`config.mk`:
```
export PLATFORM = sky130hd
export DESIGN_NAME = apsu_env
export DESIGN_NICKNAME = d
export VERILOG_FILES = /design/src/design/apsu_pkg.sv /design/src/design/apsu_ram.sv /design/src/design/apsu_env.sv
export SDC_FILE = /design/constraint.sdc
export NUM_CORES = 2
export LEC_CHECK = 0
export ABC_AREA = 1
export BUFFER_PORTS_ARGS = -buffer_cell sky130_fd_sc_hd__buf_2
export CAP_MARGIN = 30
export CORE_ASPECT_RATIO = 0.75
export CORE_MARGIN = 2
export CORE_UTILIZATION = 40
export CTS_BUF_LIST = sky130_fd_sc_hd__clkbuf_8
export DETAILED_ROUTE_END_ITERATION = 16
export HOLD_SLACK_MARGIN = 0.1
export PLACE_DENSITY_LB_ADDON = 0.08
export SLEW_MARGIN = 40
export SYNTH_ARGS = -nofsm -noshare
export SYNTH_HDL_FRONTEND = slang
export SYNTH_SLANG_ARGS = --single-unit
```
`constraint.sdc`:
```
create_clock -name clk -period 11.1 [get_ports clk]
set_clock_uncertainty 0.05 [all_clocks]
set_input_delay 3.33 -clock clk [delete_from_list [all_inputs] [get_ports clk]]
set_output_delay 3.33 -clock clk [all_outputs]
set_load 0.01 [all_outputs]
```
`src/design/apsu_pkg.sv`:
```
`timescale 1ns / 1ps
// ----------------------------------------------------------------------------
// apsu_pkg
// shared types, constants and the sine table function of the partial synth
// ----------------------------------------------------------------------------
package apsu_pkg;

  localparam int MAX_PARTIALS_DEF    = 16;
  localparam int MAX_POINTS_DEF      = 16;
  localparam int SINE_INDEX_BITS_DEF = 10;

  // envelope value for 1.0 in q4.12
  localparam logic signed [15:0] ONE_Q12 = 16'sd4096;

  // quotient bits of the envelope divide (|v1 - v0| stays below 2^17)
  localparam int QUOT_W  = 17;
  localparam int QSTEP_W = $clog2(QUOT_W);

  // 2*pi in q30
  localparam logic [63:0] TWO_PI_Q30 = 64'd6746518852;

  typedef enum logic [2:0] {
    CMD_CLEAR   = 3'd0,
    CMD_PARTIAL = 3'd1,
    CMD_AMP     = 3'd2,
    CMD_PHASE   = 3'd3,
    CMD_SAMPLE  = 3'd4
  } cmd_t;

  typedef enum logic [2:0] {
    ENV_IDLE,
    ENV_SCAN,
    ENV_EVAL,
    ENV_MUL,
    ENV_DIV,
    ENV_FIN,
    ENV_DONE
  } env_state_t;

  typedef enum logic [2:0] {
    OSC_IDLE,
    OSC_ADD,
    OSC_WRITE,
    OSC_RUN,
    OSC_DONE
  } osc_state_t;

  typedef enum logic [3:0] {
    ST_IDLE,
    ST_ADD,
    ST_ENV,
    ST_OSC,
    ST_MLO,
    ST_MHI,
    ST_SCALE,
    ST_SAT,
    ST_OUT
  } top_state_t;

  // width of the signed sum of gain * sine over n partials
  function automatic int sum_width(input int n);
    return 32 + $clog2(n + 1);
  endfunction

  // quarter wave sine in q1.15, taylor series to x^13, elaborated as constants
  function automatic logic [14:0] quarter_sine(input int unsigned q,
                                               input int unsigned bits);
    logic [63:0]        x;
    logic [63:0]        term;
    logic signed [63:0] acc;
    x    = (64'(q) * TWO_PI_Q30) >> bits;
    term = x;
    acc  = $signed(x);
    term = (term * x) >> 30;  term = (term * x) >> 30;  term = term / 6;
    acc  = acc - $signed(term);
    term = (term * x) >> 30;  term = (term * x) >> 30;  term = term / 20;
    acc  = acc + $signed(term);
    term = (term * x) >> 30;  term = (term * x) >> 30;  term = term / 42;
    acc  = acc - $signed(term);
    term = (term * x) >> 30;  term = (term * x) >> 30;  term = term / 72;
    acc  = acc + $signed(term);
    term = (term * x) >> 30;  term = (term * x) >> 30;  term = term / 110;
    acc  = acc - $signed(term);
    term = (term * x) >> 30;  term = (term * x) >> 30;  term = term / 156;
    acc  = acc + $signed(term);
    if (acc < 0) begin
      acc = 0;
    end
    acc = (acc + 64'sd16384) >>> 15;
    if (acc > 64'sd32767) begin
      acc = 64'sd32767;
    end
    return acc[14:0];
  endfunction

endpackage

```
`src/design/apsu_ram.sv`:
```
`timescale 1ns / 1ps
// ----------------------------------------------------------------------------
// apsu_ram
// generic simple dual port ram, one write and one registered read port
// ----------------------------------------------------------------------------
module apsu_ram #(
  parameter int WIDTH = 32,
  parameter int DEPTH = 16
) (
  input  logic                                   clk,
  input  logic                                   we,
  input  logic [((DEPTH > 1) ? $clog2(DEPTH) : 1)-1:0] waddr,
  input  logic [WIDTH-1:0]                       wdata,
  input  logic [((DEPTH > 1) ? $clog2(DEPTH) : 1)-1:0] raddr,
  output logic [WIDTH-1:0]                       rdata
);

  logic [WIDTH-1:0] mem [DEPTH];

  always_ff @(posedge clk) begin
    if (we) begin
      mem[waddr] <= wdata;
    end
    rdata <= mem[raddr];
  end

endmodule

```
`src/design/apsu_env.sv`:
```
`timescale 1ns / 1ps
// ----------------------------------------------------------------------------
// apsu_env
// breakpoint store and piecewise linear envelope evaluation
// ----------------------------------------------------------------------------
module apsu_env #(
  parameter int MAX_POINTS = apsu_pkg::MAX_POINTS_DEF
) (
  input  logic               clk,
  input  logic               rst,
  input  logic               clear,
  input  logic               wr,
  input  logic [23:0]        wr_time,
  input  logic signed [15:0] wr_value,
  output logic               full,
  input  logic               start,
  input  logic [23:0]        t,
  output logic               done,
  output logic signed [15:0] value
);

  localparam int CW = $clog2(MAX_POINTS + 1);
  localparam int AW = (MAX_POINTS > 1) ? $clog2(MAX_POINTS) : 1;
  localparam int QW = apsu_pkg::QUOT_W;

  apsu_pkg::env_state_t state, state_next;

  logic [CW-1:0]        count;
  logic [CW-1:0]        issue;
  logic                 rd_valid;
  logic [CW-1:0]        rd_pos;
  logic [39:0]          rdata;
  logic [23:0]          cur_t;
  logic signed [15:0]   cur_v;
  logic [23:0]          t_q;
  logic [23:0]          first_t, last_t, s_t0, s_t1;
  logic signed [15:0]   first_v, last_v, prev_v, s_v0, s_v1;
  logic [23:0]          prev_t;
  logic                 found;
  logic [23:0]          dt, den, rem;
  logic signed [16:0]   dv;
  logic                 neg;
  logic [QW-1:0]        quo;
  logic [apsu_pkg::QSTEP_W-1:0] qstep;
  logic                 early;
  logic signed [41:0]   prod;
  logic [41:0]          mag;
  logic [24:0]          sh;
  logic                 qbit;
  logic signed [17:0]   fin_sum;
  logic signed [17:0]   qs;

  assign full  = (count == CW'(MAX_POINTS));
  assign cur_t = rdata[23:0];
  assign cur_v = $signed(rdata[39:24]);

  apsu_ram #(.WIDTH(40), .DEPTH(MAX_POINTS)) u_ram (
    .clk   (clk),
    .we    (wr && !full),
    .waddr (count[AW-1:0]),
    .wdata ({wr_value, wr_time}),
    .raddr (issue[AW-1:0]),
    .rdata (rdata)
  );

  // result comes straight from a breakpoint, no interpolation needed
  assign early = (count == CW'(1)) || (t_q <= first_t) || (t_q >= last_t) || (s_t1 <= s_t0);

  always_comb begin
    prod    = $signed({18'd0, dt}) * dv;
    mag     = prod[41] ? 42'(-prod) : prod;
    sh      = {rem, quo[QW-1]};
    qbit    = (sh >= {1'b0, den});
    qs      = $signed({1'b0, quo});
    fin_sum = {{2{s_v0[15]}}, s_v0} + (neg ? -qs : qs);
  end

  always_comb begin
    state_next = state;
    case (state)
      apsu_pkg::ENV_IDLE: begin
        if (start) begin
          state_next = (count == '0) ? apsu_pkg::ENV_DONE : apsu_pkg::ENV_SCAN;
        end
      end
      apsu_pkg::ENV_SCAN: begin
        if (rd_valid && (rd_pos == CW'(count - 1'b1))) begin
          state_next = apsu_pkg::ENV_EVAL;
        end
      end
      apsu_pkg::ENV_EVAL: state_next = early ? apsu_pkg::ENV_DONE : apsu_pkg::ENV_MUL;
      apsu_pkg::ENV_MUL:  state_next = apsu_pkg::ENV_DIV;
      apsu_pkg::ENV_DIV: begin
        if (qstep == apsu_pkg::QSTEP_W'(QW - 1)) begin
          state_next = apsu_pkg::ENV_FIN;
        end
      end
      apsu_pkg::ENV_FIN:  state_next = apsu_pkg::ENV_DONE;
      apsu_pkg::ENV_DONE: state_next = apsu_pkg::ENV_IDLE;
      default:            state_next = apsu_pkg::ENV_IDLE;
    endcase
  end

  always_comb begin
    done = (state == apsu_pkg::ENV_DONE);
  end

  always_ff @(posedge clk) begin
    if (rst) begin
      state    <= apsu_pkg::ENV_IDLE;
      count    <= '0;
      issue    <= '0;
      rd_valid <= 1'b0;
    end else begin
      state <= state_next;
      if (clear) begin
        count <= '0;
      end else if (wr && !full) begin
        count <= count + 1'b1;
      end
      if (state == apsu_pkg::ENV_IDLE) begin
        issue <= '0;
      end else if ((state == apsu_pkg::ENV_SCAN) && (issue < count)) begin
        issue <= issue + 1'b1;
      end
      rd_valid <= (state == apsu_pkg::ENV_SCAN) && (issue < count);
    end
  end

  always_ff @(posedge clk) begin
    rd_pos <= issue;
    case (state)
      apsu_pkg::ENV_IDLE: begin
        t_q <= t;
        if (start && (count == '0)) begin
          value <= apsu_pkg::ONE_Q12;
        end
      end
      apsu_pkg::ENV_SCAN: begin
        if (rd_valid) begin
          if (rd_pos == '0) begin
            first_t <= cur_t;
            first_v <= cur_v;
            found   <= 1'b0;
          end else if (!found && (cur_t > t_q)) begin
            s_t0  <= prev_t;
            s_v0  <= prev_v;
            s_t1  <= cur_t;
            s_v1  <= cur_v;
            found <= 1'b1;
          end
          prev_t <= cur_t;
          prev_v <= cur_v;
          last_t <= cur_t;
          last_v <= cur_v;
        end
      end
      apsu_pkg::ENV_EVAL: begin
        if ((count == CW'(1)) || (t_q <= first_t)) begin
          value <= first_v;
        end else if (t_q >= last_t) begin
          value <= last_v;
        end else begin
          value <= s_v0;
        end
        dt  <= t_q - s_t0;
        dv  <= {s_v1[15], s_v1} - {s_v0[15], s_v0};
        den <= s_t1 - s_t0;
      end
      apsu_pkg::ENV_MUL: begin
        neg   <= prod[41];
        rem   <= mag[40:QW];
        quo   <= mag[QW-1:0];
        qstep <= '0;
      end
      apsu_pkg::ENV_DIV: begin
        rem   <= qbit ? 24'(sh - {1'b0, den}) : sh[23:0];
        quo   <= {quo[QW-2:0], qbit};
        qstep <= qstep + 1'b1;
      end
      apsu_pkg::ENV_FIN: begin
        value <= fin_sum[15:0];
      end
      default: begin
      end
    endcase
  end

endmodule

```
==> results_dict.tcl <==
set metrics [dict create \
    cts_resized 0 \
    initial_utilization_pct 40.2 \
    antenna_found_initial 13 \
    overflow 0 \
    numPortBuffers 86 \
    syn_nets 6691 \
    dp_hpwl_mm 126 \
    cp_top_family "adder cells" \
    cts_hold_buf 0 \
    dieHeight_um 340 \
    vias_per_cell 5.17 \
    synthFlopType "edfxtp_1" \
    clock-sinks 1012 \
    tightest_slew_ns 0.914 \
    slowest_delay_ns 0.85 \
    cp_max_fo 37 \
    ant_nets 0 \
    cts-htree-levels 4 \
    r2r_slack_ns 3.34 \
    cts.path.max_buffers 3 \
    period_minus_slack_ns 7.76 \
    status "completed" \
    rows 123 \
    die_width_um 452 \
    synth_seq_cells 1012 \
    grt_pass1_vias 41100 \
    dp.cells 7876 \
    synthesis.area_mm2 0.0603 \
    fmax_ghz 0.129 \
    die-area_mm2 0.154 \
    area_delta_synth_final_pct 10.3 \
    nets 6789 \
    seq_area_frac_synth_pct 49.4 \
    fin_cells 8199 \
    drv_slew 0 \
    maxCapViolations 0 \
    gp_congestion 0.917 \
    cts_root_buf "clkbuf_8" \
    worst_setup_path_start_kind "flop" \
    critPathBufInv 7 \
    first_pass_iters 5 \
    async_flop_share_pct 0 \
    clkTransAtPathRegs_ns 0.06 \
    wl_per_cell_um 22.3 \
    grt_pass1_wl_mm 272 \
    io_pins 87 \
    core-area_mm2 0.150 \
    cp.required_ns 11.68 \
    tns_ns 0 \
    drive_gt1_share_pct 7.46 \
    drt_iter0_markers 3627 \
    relSlewSlack_pct 38.9 \
    final_common_cell "nand2_1" \
    hp-class "reg2reg" \
    drt-total-wl_mm 183 \
    avgSynthCellArea_um2 10.1 \
    hold_viol 0 \
    clk_latency_ns 0.93 \
    yosysWarnings 0 \
    period_share_pct 69.9 \
    synth-edff-count 953 \
    ys_types 57 \
    grt_usage_pct 23.8 \
    grt_max_degree 179 \
    cts_buffers 170 \
    setup_violations 0 \
    rsz0062_at_grt "no" \
    cts_tree "done" \
    syn_inst 5958 \
    post_cts_buffers 0 \
    cp_slowest_cell "edfxtp_1" \
    cp_data_arrival_time_ns 8.34 \
    critPathKind "reg2reg" \
    most-common-layout-cells "nand2_1 (1,127), inv_1 (1,057), edfxtp_1 (953), nor2_1 (548), fa_1 (334)" \
    worstSetupEndpointType "flop" \
    vias 42400 \
    route.detailed.drc 0 \
]
## layer usage
metal,global-route usage [%],share of wire (%),vias to the layer above,wire (um)
met5,0,0,-,0
met4,4.83,1.4,0,2590
met3,5.00,7.3,168,13300
met2,34.0,42,1254,76100
met1,36.9,50,21000,90900
li1,-,-,20000,-
## kinds of logic (layout without fill, tap and decap cells)
logic type | after synthesis | count (layout) | synth area share [%]
compound gates | 795 | 795 | 8.08
simple gates | 2073 | 2073 | 14.1
buf+inv | 1239 | 1476 | 7.77
xor+xnor | 111 | 111 | 1.67
flops | 1012 | 1012 | 49.4
other cells | 0 | 4 | 0
mux | 64 | 64 | 1.06
fa+ha+maj | 664 | 664 | 17.9
## worst register-to-register path: cells and delay by family, from the launching register on
kind / cells / cell delay, ns
buffers and inverters: 7 / 0.85
AOI/OAI and AO/OA: 2 / 0.18
DFF: 1 / 0.85
adders and majority gates: 7 / 3.65
and+or+nand+nor: 11 / 1.47
xor gates and xnor gates: 1 / 0.47
## cell type report
class | count | area (um^2)
fillers | 14400 | 83300
flip-flops and latches | 1012 | 29800
multi-input cells | 3707 | 25900
inverters | 1009 | 3800
clock buffers | 190 | 2620
well taps | 2000 | 2500
repair buffers | 156 | 1170
clock inverters | 121 | 727
diodes | 4 | 10.0
## synthesized netlist by cell type (8+ instances only)
master | n | area [um^2]
o221ai_1 | 68 | 596
nand2_1 | 1127 | 4230
ha_1 | 330 | 4130
nand2_2 | 12 | 75.1
o32ai_1 | 96 | 841
or2_2 | 18 | 113
clkbuf_1 | 200 | 751
edfxtp_1 | 953 | 28600
o21ai_1 | 16 | 80.1
buf_2 | 13 | 65.1
o21a_1 | 8 | 60.1
nand3_1 | 247 | 1240
mux2i_1 | 64 | 641
o21ai_0 | 297 | 1490
o211ai_1 | 52 | 390
xnor2_1 | 42 | 368
a31oi_1 | 8 | 50.1
nor3_1 | 36 | 180
nand3b_1 | 13 | 97.6
a21oi_1 | 207 | 1040
nor4_1 | 8 | 50.1
nand4_1 | 32 | 200
inv_1 | 1000 | 3750
dfxtp_1 | 59 | 1180
xor2_1 | 67 | 587
nor2_1 | 554 | 2080
a21o_1 | 8 | 60.1
fa_1 | 334 | 6690
buf_1 | 14 | 52.6
## sequential cells by signal (all words and copies together), names as in the netlist, 16 cells and up
register / flops
den: 24
dt: 24
dv: 17
first_t: 24
first_v: 16
prev_t: 24
prev_v: 16
quo: 17
rem: 24
s_t0: 24
s_t1: 24
s_v0: 16
s_v1: 16
t_q: 24
u_ram.mem: 640
u_ram.rdata: 40
value: 16
## per-stage QoR
step	instance area (um^2)	hold slack (ns)	util [%]	setup slack (ns)
detailed placement	63100	0.353	42.1	3.26
global placement	62900	0.344	41.9	3.28
floorplan	60300	0.303	-	4.68
finish	66500	0.367	44.4	3.34
CTS	66400	0.374	44.3	3.31
global route	66500	0.385	44.4	2.96
## path summary, 6_finish.rpt
kind / to / startpoint / cells after the start
setup reg to reg: quo[12] / dt[17] / 28
hold reg to reg: rd_pos[4] / issue[4] / 0
setup / recovery: quo[12] / dt[17] / 28
hold / removal: rd_pos[4] / issue[4] / 0
Power is not shown: default switching activity piles up to over one toggle a cycle in this logic, so the estimate is an artifact.
